[config.mk]
export PLATFORM = sky130hd
export DESIGN_NAME = page_bitmap_block_allocator_core_flat
export DESIGN_NICKNAME = d
export VERILOG_FILES = /design/src/rtl/pba_pkg.sv /design/src/rtl/pba_if.sv /design/src/rtl/page_bitmap_block_allocator_core.sv /design/src/flat_wrapper.sv
export SDC_FILE = /design/constraint.sdc
export NUM_CORES = 2
export LEC_CHECK = 0
export BUFFER_PORTS_ARGS = -buffer_cell sky130_fd_sc_hd__buf_2
export CAP_MARGIN = 10
export CORE_ASPECT_RATIO = 1.25
export CORE_MARGIN = 1.5
export CORE_UTILIZATION = 55
export DETAILED_ROUTE_END_ITERATION = 12
export PLACE_DENSITY = 0.71
export SLEW_MARGIN = 10
export SYNTH_ARGS = -nofsm -noshare
export SYNTH_HDL_FRONTEND = slang
export SYNTH_SLANG_ARGS = --single-unit
[constraint.sdc]
create_clock -name clock -period 6.1 [get_ports clock]
set_clock_uncertainty 0.1 [all_clocks]
set_input_delay 0.305 -clock clock [delete_from_list [all_inputs] [get_ports clock]]
set_output_delay 0.305 -clock clock [all_outputs]
set_load 0.01 [all_outputs]
[src/rtl/pba_pkg.sv]
// Package for the page bitmap block allocator: sizes, action and status codes.
// No dependencies.
`timescale 1ns / 1ps
`default_nettype none
package pba_pkg;
   localparam int PAGE_BYTES   = 4096;
   localparam int HEADER_BYTES = 12;
   localparam int MAX_BLOCKS   = 1024;
   localparam int WORD_BITS    = 32;
   localparam int MAP_WORDS    = (MAX_BLOCKS + WORD_BITS - 1) / WORD_BITS;
   localparam int WORD_IDX_W   = $clog2(MAP_WORDS);
   localparam int BIT_IDX_W    = $clog2(WORD_BITS);
   localparam int CNT_W        = $clog2(MAX_BLOCKS + 1);
   localparam int IDX_W        = $clog2(MAX_BLOCKS) + 1;
   localparam int DIVW         = 16;

   localparam logic [1:0] ACT_FORMAT = 2'd0;
   localparam logic [1:0] ACT_ALLOC  = 2'd1;
   localparam logic [1:0] ACT_FREE   = 2'd2;

   localparam logic [1:0] ST_OK        = 2'd0;
   localparam logic [1:0] ST_FULL      = 2'd1;
   localparam logic [1:0] ST_BAD_FREE  = 2'd2;

   localparam logic [11:0] RESET_BLOCK_SIZE = 12'd16;

   typedef struct packed {
      logic [1:0]  action;
      logic [11:0] byte_offset;
   } req_type;

   typedef struct packed {
      logic [11:0]      block_offset;
      logic             is_full;
      logic             prev_full;
      logic             page_empty;
      logic [CNT_W-1:0] free_blocks;
      logic [1:0]       status;
   } rsp_type;
endpackage
`default_nettype wire

[src/rtl/pba_if.sv]
// Valid/ready channel interfaces for requests, responses and the block size CSR.
// Depends on pba_pkg.
`timescale 1ns / 1ps
`default_nettype none
interface pba_req_if;
   logic              valid;
   logic              ready;
   pba_pkg::req_type  payload;
   modport source (output valid, output payload, input ready);
   modport sink   (input valid, input payload, output ready);
endinterface

interface pba_rsp_if;
   logic              valid;
   logic              ready;
   pba_pkg::rsp_type  payload;
   modport source (output valid, output payload, input ready);
   modport sink   (input valid, input payload, output ready);
endinterface

interface pba_csr_if;
   logic        valid;
   logic        ready;
   logic [11:0] data;
   modport source (output valid, output data, input ready);
   modport sink   (input valid, input data, output ready);
endinterface
`default_nettype wire

[src/rtl/page_bitmap_block_allocator_core.sv]
// From the accepting edge to the response beat: format runs two 16-step divides, then
// a 32-word map sweep; alloc reads map words until a free bit shows, then updates it;
// free runs a divide, a map read and an update; an unused action responds directly.
// Throughput: one beat at a time; a new request is taken once the response beat leaves.
// The shared unit is a 16-step restoring divider, one quotient bit per cycle.
// Reset (synchronous) runs the format for block size 16 (253 free blocks).
`timescale 1ns / 1ps
`default_nettype none
module page_bitmap_block_allocator_core (
   input  wire logic    clock,
   input  wire logic    reset,
   pba_req_if.sink      req,
   pba_rsp_if.source    rsp,
   pba_csr_if.sink      csr
);
   localparam logic [3:0] S_IDLE  = 4'd0;
   localparam logic [3:0] S_DIV   = 4'd1;
   localparam logic [3:0] S_FMT2  = 4'd2;
   localparam logic [3:0] S_FMT3  = 4'd3;
   localparam logic [3:0] S_SWEEP = 4'd4;
   localparam logic [3:0] S_SCAN  = 4'd5;
   localparam logic [3:0] S_SCAN2 = 4'd6;
   localparam logic [3:0] S_MUL   = 4'd7;
   localparam logic [3:0] S_FREE1 = 4'd8;
   localparam logic [3:0] S_FREE2 = 4'd9;
   localparam logic [3:0] S_RSP   = 4'd10;

   localparam int DIVW = pba_pkg::DIVW;
   localparam int CW   = pba_pkg::CNT_W;
   localparam int WW   = pba_pkg::WORD_IDX_W;
   localparam int BW   = pba_pkg::BIT_IDX_W;

   logic [31:0] map_mem [pba_pkg::MAP_WORDS];

   logic [3:0]       state_ff, state_in;
   logic [3:0]       ret_ff, ret_in;
   logic [11:0]      bsize_ff, bsize_in;
   logic [11:0]      held_ff, held_in;
   logic [CW-1:0]    free_ff, free_in;
   logic [CW-1:0]    total_ff, total_in;
   logic [DIVW-1:0]  num_ff, num_in;
   logic [DIVW-1:0]  rem_ff, rem_in;
   logic [DIVW-1:0]  quo_ff, quo_in;
   logic [4:0]       step_ff, step_in;
   logic [WW:0]      widx_ff, widx_in;
   logic [31:0]      rd_ff;
   logic             rsp_valid_ff, rsp_valid_in;
   pba_pkg::rsp_type rsp_ff, rsp_in;
   // Set while the post-reset format runs so that no response beat is made.
   logic             reset_run_ff, reset_run_in;

   logic            mem_we;
   logic [WW-1:0]   mem_waddr, mem_raddr;
   logic [31:0]     mem_wdata;
   logic [DIVW-1:0] rem_sh, trial;
   logic [BW-1:0]   low_bit;
   logic            low_any;
   logic [pba_pkg::IDX_W-1:0] idx;
   logic [11:0]     sat_size;
   logic [CW:0]     fill_lo;
   logic [31:0]     fill_word;
   logic [DIVW-1:0] tail;

   assign req.ready = (state_ff == S_IDLE) && !rsp_valid_ff;
   assign csr.ready = 1'b1;
   assign rsp.valid = rsp_valid_ff;
   assign rsp.payload = rsp_ff;

   // One restoring divide step on num_ff by held_ff.
   always_comb begin
      rem_sh = {rem_ff[DIVW-2:0], num_ff[DIVW-1]};
      trial  = rem_sh - {{(DIVW-12){1'b0}}, held_ff};
   end

   always_comb begin
      low_bit = '0;
      low_any = 1'b0;
      for (int i = 31; i >= 0; i--) begin
         if (rd_ff[i]) begin
            low_bit = BW'(i);
            low_any = 1'b1;
         end
      end
   end

   always_comb begin
      sat_size = (bsize_ff < 12'd4) ? 12'd4 : (bsize_ff > 12'd2048) ? 12'd2048 : bsize_ff;
      // maxa is in quo_ff after the first divide; tail = ceil(maxa/32)*4 + header.
      tail = ((quo_ff + DIVW'(31)) >> 5 << 2) + DIVW'(pba_pkg::HEADER_BYTES);
      fill_lo = {1'b0, total_ff} - (CW+1)'({widx_ff[WW-1:0], 5'd0});
      if (fill_lo[CW] || fill_lo == '0)
         fill_word = '0;
      else if (fill_lo >= (CW+1)'(32))
         fill_word = '1;
      else
         fill_word = (32'd1 << fill_lo[4:0]) - 32'd1;
   end

   assign idx = quo_ff[pba_pkg::IDX_W-1:0];

   assign reset_run_in = (state_ff == S_SWEEP && widx_ff == (WW+1)'(pba_pkg::MAP_WORDS - 1)) ?
      1'b0 : reset_run_ff;

   always_comb begin
      state_in     = state_ff;
      ret_in       = ret_ff;
      bsize_in     = csr.valid ? csr.data : bsize_ff;
      held_in      = held_ff;
      free_in      = free_ff;
      total_in     = total_ff;
      num_in       = num_ff;
      rem_in       = rem_ff;
      quo_in       = quo_ff;
      step_in      = step_ff;
      widx_in      = widx_ff;
      rsp_valid_in = rsp_valid_ff && !rsp.ready;
      rsp_in       = rsp_ff;
      mem_we       = 1'b0;
      mem_waddr    = widx_ff[WW-1:0];
      mem_wdata    = fill_word;
      mem_raddr    = widx_ff[WW-1:0];
      case (state_ff)
         S_IDLE: begin
            if (req.valid && req.ready) begin
               rsp_in  = '0;
               rsp_in.free_blocks = free_ff;
               case (req.payload.action)
                  pba_pkg::ACT_FORMAT: begin
                     held_in  = sat_size;
                     num_in   = DIVW'(pba_pkg::PAGE_BYTES - pba_pkg::HEADER_BYTES);
                     rem_in   = '0;
                     step_in  = '0;
                     ret_in   = S_FMT2;
                     state_in = S_DIV;
                  end
                  pba_pkg::ACT_ALLOC: begin
                     widx_in  = '0;
                     state_in = S_SCAN;
                  end
                  pba_pkg::ACT_FREE: begin
                     num_in   = {{(DIVW-12){1'b0}}, req.payload.byte_offset};
                     rem_in   = '0;
                     step_in  = '0;
                     ret_in   = S_FREE1;
                     state_in = S_DIV;
                  end
                  default: begin
                     rsp_valid_in = 1'b1;
                  end
               endcase
            end
         end
         S_DIV: begin
            num_in  = {num_ff[DIVW-2:0], 1'b0};
            rem_in  = trial[DIVW-1] && !rem_sh[DIVW-1] ? rem_sh : trial;
            quo_in  = {quo_ff[DIVW-2:0], !(trial[DIVW-1] && !rem_sh[DIVW-1])};
            step_in = step_ff + 5'd1;
            if (step_ff == 5'(DIVW-1)) state_in = ret_ff;
         end
         S_FMT2: begin
            if (tail >= DIVW'(pba_pkg::PAGE_BYTES)) begin
               total_in = '0;
               state_in = S_FMT3;
            end else begin
               num_in   = DIVW'(pba_pkg::PAGE_BYTES) - tail;
               rem_in   = '0;
               step_in  = '0;
               ret_in   = S_FMT3;
               state_in = S_DIV;
            end
         end
         S_FMT3: begin
            if (ret_ff == S_FMT3)
               total_in = (quo_ff > DIVW'(pba_pkg::MAX_BLOCKS)) ?
                  CW'(pba_pkg::MAX_BLOCKS) : quo_ff[CW-1:0];
            ret_in   = S_IDLE;
            widx_in  = '0;
            state_in = S_SWEEP;
         end
         S_SWEEP: begin
            mem_we  = 1'b1;
            widx_in = widx_ff + 1'b1;
            if (widx_ff == (WW+1)'(pba_pkg::MAP_WORDS - 1)) begin
               free_in            = total_ff;
               rsp_in.free_blocks = total_ff;
               rsp_valid_in       = !reset_run_ff;
               state_in           = S_IDLE;
            end
         end
         S_SCAN: begin
            state_in = S_SCAN2;
         end
         S_SCAN2: begin
            if (low_any) begin
               quo_in   = DIVW'({widx_ff[WW-1:0], low_bit});
               state_in = S_MUL;
            end else if (widx_ff == (WW+1)'(pba_pkg::MAP_WORDS - 1)) begin
               rsp_in.is_full = 1'b1;
               rsp_in.status  = pba_pkg::ST_FULL;
               rsp_valid_in   = 1'b1;
               state_in       = S_IDLE;
            end else begin
               widx_in  = widx_ff + 1'b1;
               state_in = S_SCAN;
            end
         end
         S_MUL: begin
            if (free_ff == '0 || {1'b0, idx} >= (pba_pkg::IDX_W+1)'(total_ff)) begin
               rsp_in.is_full = 1'b1;
               rsp_in.status  = pba_pkg::ST_FULL;
            end else begin
               mem_we    = 1'b1;
               mem_wdata = rd_ff & ~(32'd1 << low_bit);
               free_in   = free_ff - 1'b1;
               rsp_in.block_offset = 12'(idx * held_ff);
               rsp_in.is_full      = (free_ff == CW'(1));
               rsp_in.free_blocks  = free_ff - 1'b1;
            end
            rsp_valid_in = 1'b1;
            state_in     = S_IDLE;
         end
         S_FREE1: begin
            widx_in   = (WW+1)'(idx >> 5);
            mem_raddr = idx[WW+BW-1:BW];
            state_in  = S_FREE2;
         end
         S_FREE2: begin
            if (quo_ff >= DIVW'(total_ff) || rd_ff[idx[BW-1:0]]) begin
               rsp_in.status = pba_pkg::ST_BAD_FREE;
            end else begin
               mem_we    = 1'b1;
               mem_wdata = rd_ff | (32'd1 << idx[BW-1:0]);
               free_in   = free_ff + 1'b1;
               rsp_in.prev_full   = (free_ff == '0);
               rsp_in.page_empty  = (free_ff + 1'b1 == total_ff);
               rsp_in.free_blocks = free_ff + 1'b1;
            end
            rsp_valid_in = 1'b1;
            state_in     = S_IDLE;
         end
         default: state_in = S_IDLE;
      endcase
   end

   always_ff @(posedge clock) begin
      if (mem_we) map_mem[mem_waddr] <= mem_wdata;
      rd_ff <= map_mem[mem_raddr];
   end

   always_ff @(posedge clock) begin
      if (reset) begin
         state_ff     <= S_DIV;
         ret_ff       <= S_FMT2;
         bsize_ff     <= pba_pkg::RESET_BLOCK_SIZE;
         held_ff      <= pba_pkg::RESET_BLOCK_SIZE;
         num_ff       <= DIVW'(pba_pkg::PAGE_BYTES - pba_pkg::HEADER_BYTES);
         rem_ff       <= '0;
         quo_ff       <= '0;
         step_ff      <= '0;
         free_ff      <= '0;
         total_ff     <= '0;
         widx_ff      <= '0;
         rsp_valid_ff <= 1'b0;
         reset_run_ff <= 1'b1;
      end else begin
         state_ff     <= state_in;
         ret_ff       <= ret_in;
         bsize_ff     <= bsize_in;
         held_ff      <= held_in;
         num_ff       <= num_in;
         rem_ff       <= rem_in;
         quo_ff       <= quo_in;
         step_ff      <= step_in;
         free_ff      <= free_in;
         total_ff     <= total_in;
         widx_ff      <= widx_in;
         rsp_valid_ff <= rsp_valid_in;
         reset_run_ff <= reset_run_in;
      end
   end

   always_ff @(posedge clock) begin
      rsp_ff  <= rsp_in;
   end
endmodule
`default_nettype wire

[src/flat_wrapper.sv]
// flat-port wrapper written by rule: the top's interface ports become plain ports
module page_bitmap_block_allocator_core_flat 
  (clock, reset, req_valid, req_payload, req_ready, rsp_valid, rsp_payload, rsp_ready, csr_valid, csr_data, csr_ready);
  pba_req_if req_i ();
  pba_rsp_if rsp_i ();
  pba_csr_if csr_i ();
  input  wire logic clock;
  input  wire logic reset;
  input wire logic [$bits(req_i.valid)-1:0] req_valid;
  input wire logic [$bits(req_i.payload)-1:0] req_payload;
  output wire logic [$bits(req_i.ready)-1:0] req_ready;
  output wire logic [$bits(rsp_i.valid)-1:0] rsp_valid;
  output wire logic [$bits(rsp_i.payload)-1:0] rsp_payload;
  input wire logic [$bits(rsp_i.ready)-1:0] rsp_ready;
  input wire logic [$bits(csr_i.valid)-1:0] csr_valid;
  input wire logic [$bits(csr_i.data)-1:0] csr_data;
  output wire logic [$bits(csr_i.ready)-1:0] csr_ready;
  assign req_i.valid = req_valid;
  assign req_i.payload = req_payload;
  assign req_ready = req_i.ready;
  assign rsp_valid = rsp_i.valid;
  assign rsp_payload = rsp_i.payload;
  assign rsp_i.ready = rsp_ready;
  assign csr_i.valid = csr_valid;
  assign csr_i.data = csr_data;
  assign csr_ready = csr_i.ready;
  page_bitmap_block_allocator_core u_core (.clock(clock), .reset(reset), .req(req_i), .rsp(rsp_i), .csr(csr_i));
endmodule
Word-level counts from Yosys, hierarchy flattened
Memory sizes are Yosys's and may differ from the RTL's. A register that Yosys moved wholly into a read port is not among the register bits.
Cells that the tools add are included.
{ "word_totals": {"reg_bits": 142, "latchBits": 0, "mem_bits_rw": 1024, "rom_bits": 0, "in_bits": 31, "out_inout_bits": 31, "elab_cells": 264, "memories": 1} }
{ "mem_list": {"columns": ["memory", "depth", "width", "rd", "rd_ports_with_merged_regs", "write_ports", "line", "rtl"], "rows": [
  ["u_core.map_mem", 32, 32, 1, 1, 1, "page_bitmap_block_allocator_core.sv:33", "logic [31:0] map_mem [pba_pkg::MAP_WORDS];"]
]} }
{ "op_classes": {"addsub": 10, "n_mul": 1, "div": 0, "n_lt_le_gt_ge": 8, "n_eq_ne": 34, "shift": 3, "muxes": 140, "n_bitwise": 3, "reduce_logical": 45} }
{ "op_table": {"columns": ["operator", "count"], "rows": [
  ["2-to-1 mux 5 bit", 36],
  ["2-to-1 mux 32 bit", 4],
  ["left shift 1 x 5 -> 32 bit, first input constant", 3],
  ["2-to-1 mux 11 bit", 6],
  ["case mux 16 bit (2 select lines)", 2],
  ["case mux 32 bit (2 select lines)", 1],
  ["2-to-1 mux 15 bit", 4],
  ["2-to-1 mux 16 bit", 3],
  ["case mux 16 bit (3 select lines)", 1],
  ["2-to-1 mux 1 bit", 45],
  ["case mux 15 bit (3 select lines)", 1],
  ["case mux 11 bit (4 select lines)", 1],
  ["2-to-1 mux 12 bit", 3],
  ["case mux 11 bit (3 select lines)", 1],
  ["AND 32 bit", 1],
  ["inverter 32 bit", 1],
  ["OR 32 bit", 1],
  ["case mux 4 bit (8 select lines)", 1],
  ["subtractor 32 x 1 -> 32 bit, second input constant", 1],
  ["case mux 6 bit (5 select lines)", 1],
  ["2-to-1 mux 28 bit", 1],
  ["2-to-1 mux 6 bit", 4],
  ["case mux 12 bit (2 select lines)", 1],
  ["AND reduction 4 bit", 6],
  ["other kinds (61)", 115]
]} }

Longest topological paths before layout
{ "depth": {"ltp_word": 37, "depth_mapped": 22, "ltp_nobuf": 19} }

Least setup slack after synthesis
OpenSTA, ideal clock, no wires.
{ "synth_timing": {"kind": "flip-flop to flip-flop", "start": "register u_core.quo_ff[2]", "end": "register u_core.rsp_ff (netlist bit u_core.rsp.payload[27]), data pin", "setup_time_ns": 0.266, "arrival_time_ns": 4.539, "required_ns": 5.734, "slack_ns": 1.195, "stages_incl_launch_ff": 21, "n_path_buf": 3, "synth_period_minus_slack_ns": 4.905, "cell_sequence": "dfxtp_1 -> buf_6 -> clkbuf_1 -> clkbuf_1 -> nand2_1 -> fa_1 -> inv_1 -> fa_1 -> ha_1 -> fa_1 -> inv_1 -> fa_1 -> inv_1 -> ha_1 -> a21boi_0 -> o21ai_0 -> nand2b_1 -> a21o_1 -> a21oi_1 -> xnor2_1 -> nor2_1"} }
{ "synth_between": {"elab_chain_len": 3} }
{ "synth_rtl": {"columns": ["element", "line", "rtl"], "rows": [
  ["start, declared", "page_bitmap_block_allocator_core.sv:43", "logic [DIVW-1:0] quo_ff, quo_in;"],
  ["start signal, assigned", "page_bitmap_block_allocator_core.sv:272", "quo_ff <= quo_in;"],
  ["multiplier 11 x 12 -> 12 bit", "page_bitmap_block_allocator_core.sv:215", "rsp_in.block_offset = 12'(idx * held_ff);"],
  ["2-to-1 mux 12 bit", "page_bitmap_block_allocator_core.sv:208", "if (free_ff == '0 || {1'b0, idx} >= (pba_pkg::IDX_W+1)'(total_ff)) begin"],
  ["case mux 12 bit (2 select lines)", "page_bitmap_block_allocator_core.sv:122", "case (state_ff)"],
  ["end signal, assigned", "page_bitmap_block_allocator_core.sv:283", "rsp_ff <= rsp_in;"],
  ["end, declared", "page_bitmap_block_allocator_core.sv:48", "pba_pkg::rsp_type rsp_ff, rsp_in;"]
]} }
Every way passes these cells. The select of a mux whose other input is x is not followed.
A chain may end at the register's enable or synchronous reset.

Final worst setup path
{ "layout_timing": {"start": "register u_core.total_ff[2]", "end": "memory u_core.map_mem[17][12] (enable)"} }
{ "layout_between": {"elab_chain_len": 6, "word_cells_on_any_way": 9, "cone_classes": "2 x order compare; 5 x mux; 2 x reduce/logical"} }
{ "layout_rtl": {"columns": ["element", "line", "rtl"], "rows": [
  ["start, declared", "page_bitmap_block_allocator_core.sv:40", "logic [CW-1:0] total_ff, total_in;"],
  ["start signal, assigned", "page_bitmap_block_allocator_core.sv:275", "total_ff <= total_in;"],
  [">= comparator 16 x 11 -> 1 bit or >= comparator 11 bit (tied branches)", "page_bitmap_block_allocator_core.sv:228, page_bitmap_block_allocator_core.sv:208", null],
  ["logical OR 1 bit (on tied branches)", "page_bitmap_block_allocator_core.sv:228, page_bitmap_block_allocator_core.sv:208", null],
  ["2-to-1 mux 1 bit (on tied branches)", "page_bitmap_block_allocator_core.sv:228, page_bitmap_block_allocator_core.sv:208", null],
  ["case mux 1 bit (3 select lines) *", "page_bitmap_block_allocator_core.sv:122", null],
  ["2-to-1 mux 1 bit *", "page_bitmap_block_allocator_core.sv:246", "if (mem_we) map_mem[mem_waddr] <= mem_wdata;"],
  ["2-to-1 mux 1 bit (implied by the code) *", "page_bitmap_block_allocator_core.sv:246", null],
  ["end, declared", "page_bitmap_block_allocator_core.sv:33", null]
]} }
Every way passes the cells marked *; elsewhere a longest branch is shown, timed or not.

==> impl_metrics.json <==
{
  "slowest_delay_ns": 0.87,
  "leakagePower_nw": 20.86,
  "cts_root_buf": "clkbuf_16",
  "grt_usage_pct": 29.33,
  "clk_pin_slew_worst_paths_ns": 0.07,
  "portBuffers": 60,
  "num_io_pins": 62,
  "dpl.cell_count": 4891,
  "fill_cells": 6748,
  "die_h_um": 349.4,
  "regArea_mm2": 0.03449,
  "worstPathArrival_ns": 5.36,
  "clock_path_buffers": 3,
  "period_share_pct": 82.92,
  "routed_wl_mm": 141.8,
  "cp.depth": 10,
  "critPathKind": "reg2reg",
  "syn_nets": 3778,
  "start_util_pct": 55.72,
  "total_power_mw": 20.59,
  "wl_met2_mm": 71.40,
  "synth-seq-area-share_pct": 65.34,
  "synth_edf_count": 1052,
  "drt_pre_antenna_iters": 6,
  "final_nets": 3912,
  "std_cell_rows": 126,
  "clock_latency_ns": 0.72,
  "wl_met3_mm": 10.95,
  "cts_buffers": 111,
  "fin_cells": 5141,
  "viasPerCell": 6.373,
  "syn_inst": 3634,
  "end_kind": "register",
  "worst_pin_slew_ns": 1.363,
  "worstPathRequired_ns": 6.40,
  "finalSetupViolCount": 0,
  "outcome": "completed",
  "die-area_mm2": 0.09786,
  "grt_pass1_wl_mm": 211.3,
  "holdPathStages": 5,
  "wl_met1_mm": 52.30,
  "maxCapViolCount": 0,
  "grt_pass1_vias": 32830,
  "avgSynthCellArea_um2": 14.53,
  "vdd_drop_max_uv": 243.8,
  "synth_cell_types": 86,
  "setup_tns_ns": 0,
  "overflow": 0,
  "critPathLaunchType": "register",
  "yosysMostFrequentCell": "edfxtp_1",
  "rsz0062_at_grt": "no",
  "place_hpwl_mm": 87.93,
  "syn_to_final_growth_pct": 13.07,
  "ant_nets": 0,
  "synth_seq_cells": 1197,
  "cp_slowest_cell": "nor2_4",
  "hold_path.class": "in2reg",
  "vias": 32760,
  "post-route-util_pct": 63.00,
  "crit_family": "simple AND/OR/NAND/NOR gates",
  "placed_area_mm2": 0.05544,
  "antenna_found_initial": 0,
  "holdWs_ns": 0.08192,
  "async_reset_ff_share_pct": 0,
  "synth_area_leaders": "edfxtp_1, mux4_2, dfxtp_1, nand2_1, nand3_1",
  "finalWorstSetupSlack_ns": 1.042,
  "maxSlewViolCount": 0,
  "grt_max_degree": 79,
  "cts_tree": "done",
  "highest_layer": "met4",
  "die_width_um": 280.1,
  "yosysWarnings": 0,
  "multi_input_area_mm2": 0.01737,
  "yosys-top-cells-count": "edfxtp_1, nand2_1, mux4_2",
  "n_antenna_cell": 0,
  "place_ws_ns": 1.139,
  "htreeDepth": 3,
  "synth_top_area_share_pct": 59.84,
  "crit_fanout": 23,
  "clock.fmax_mhz": 197.7,
  "drive_gt1_share_pct": 18.80,
  "avgRoutedWirePerCell_um": 27.58,
  "finalHoldViolations": 0,
  "period_minus_slack_ns": 5.058,
  "ys.flop_type": "edfxtp_1",
  "yosysTopAreaCell": "edfxtp_1",
  "power_density_mw_per_mm2": 344.9,
  "cts_sinks": 1197,
  "place_congestion": 0.9876,
  "path_cells": "clkinv_1 > ha_1 > a211oi_1 > o31a_1 > o31a_2 > nand3_2 > nand3_1 > nand2_1 > nor2_4 > buf_12",
  "drt_iter0_drc": 3464,
  "critPathBufInv": 2,
  "reg2reg_depth": 10,
  "drc": 0,
  "synth.cell_area_mm2": 0.05279,
  "slew-limit-headroom_pct": 9.146,
  "coreArea_mm2": 0.09475,
  "final_area_mm2": 0.05969
}
==> sequential cells by signal, summed over array words and instances, names as in the netlist <==
name                 flops
u_core.quo_ff           16
u_core.rem_ff           15
u_core.rd_ff            32
u_core.bsize_ff         12
u_core.reset_run_ff      1
u_core.free_ff          11
u_core.num_ff           16
u_core.total_ff         11
u_core.state_ff          4
u_core.widx_ff           6
u_core.map_mem        1024
u_core.rsp.valid         1
u_core.rsp.payload      28
u_core.held_ff          12
u_core.step_ff           5
u_core.ret_ff            3
==> layout by cell type (no fill, tap or decap), drive strengths merged, types with 15 or more instances in the layout <==
cell type and instances:
o22ai 15, ha 72, and3 25, a211oi 17, nor2 252, inv 120
dlygate4sd3 44, mux2i 25, dfxtp 145, clkbuf 150, xnor2 53, nand3 207
buf 193, fa 41, nor4 16, mux4 266, and2 31, nor3 39
clkinv 37, nor3b 19, or3 16, a21oi 115, nand2 473, a221oi 16
o21ai 135, a21o 15, a22oi 19, xor2 31, edfxtp 1052, nand2b 16
==> timing repair <==
item | in CTS | in global routing
setup buffers | 0 | 0
hold buffers | 44 | 0
gates resized for setup | 0 | 0
hold endpoints to repair | 33 | 0
==> routing by layer <==
layer / global-route usage (%) / vias up
li1: - / 14070
met1: 37.03 / 16610
met2: 49.73 / 1725
met3: 4.593 / 357
met4: 14.13 / 0
met5: 0 / -
==> area by class of cell <==
class	instances	area share, %
Sequential cell	1197	57.79
Tap cell	1280	2.683
Inverter	118	0.7420
Multi-Input combinational cell	2103	29.09
Clock inverter	56	1.189
Clock buffer	150	5.154
Timing Repair Buffer	237	3.354
==> logic make-up (layout without fill, tap and decap cells) <==
group                    Yosys count  in the layout  share of synthesized area, %
multiplexers                     291            291                         11.83
AO/OA/AOI/OAI                    470            470                         5.873
AND/OR/NAND/NOR                 1144           1144                         9.729
XOR/XNOR                          84             84                         1.394
adder cells (fa/ha/maj)          113            113                         3.261
other                              1              1                      0.007104
flip-flops                      1197           1197                         65.34
buffers and inverters            334            561                         2.567
==> worst paths after layout <==
kind                                                  startpoint                          endpoint  slack [ns]
worst min register to register  u_core.reset_run_ff$_SDFFE_PP1P_  u_core.reset_run_ff$_SDFFE_PP1P_        0.35
worst max register to register   u_core.total_ff[2]$_SDFFE_PP0P_  u_core.map_mem[17][12]$_DFFE_PP_        1.04
worst min-delay path                             req_payload[12]   u_core.state_ff[2]$_SDFFE_PP0P_        0.08
worst max-delay path             u_core.total_ff[2]$_SDFFE_PP0P_  u_core.map_mem[17][12]$_DFFE_PP_        1.04
==> power breakdown <==
| part | switching, mW | internal [mW] | leakage, nW |
|---|---|---|---|
| Sequential | 0.329 | 9.22 | 10.9 |
| Clock | 3.10 | 4.07 | 1.83 |
| Combinational | 2.57 | 1.29 | 8.12 |
==> worst reg2reg max path, stage by stage, from the launching register on <==
cell	delay, ns
dfxtp_1	0.73
clkinv_1	0.47
ha_1	0.40
a211oi_1	0.24
o31a_1	0.20
o31a_2	0.18
nand3_2	0.43
nand3_1	0.39
nand2_1	0.48
nor2_4	0.88
buf_12	0.27
Note: power is estimated with default switching activity, not from simulation.
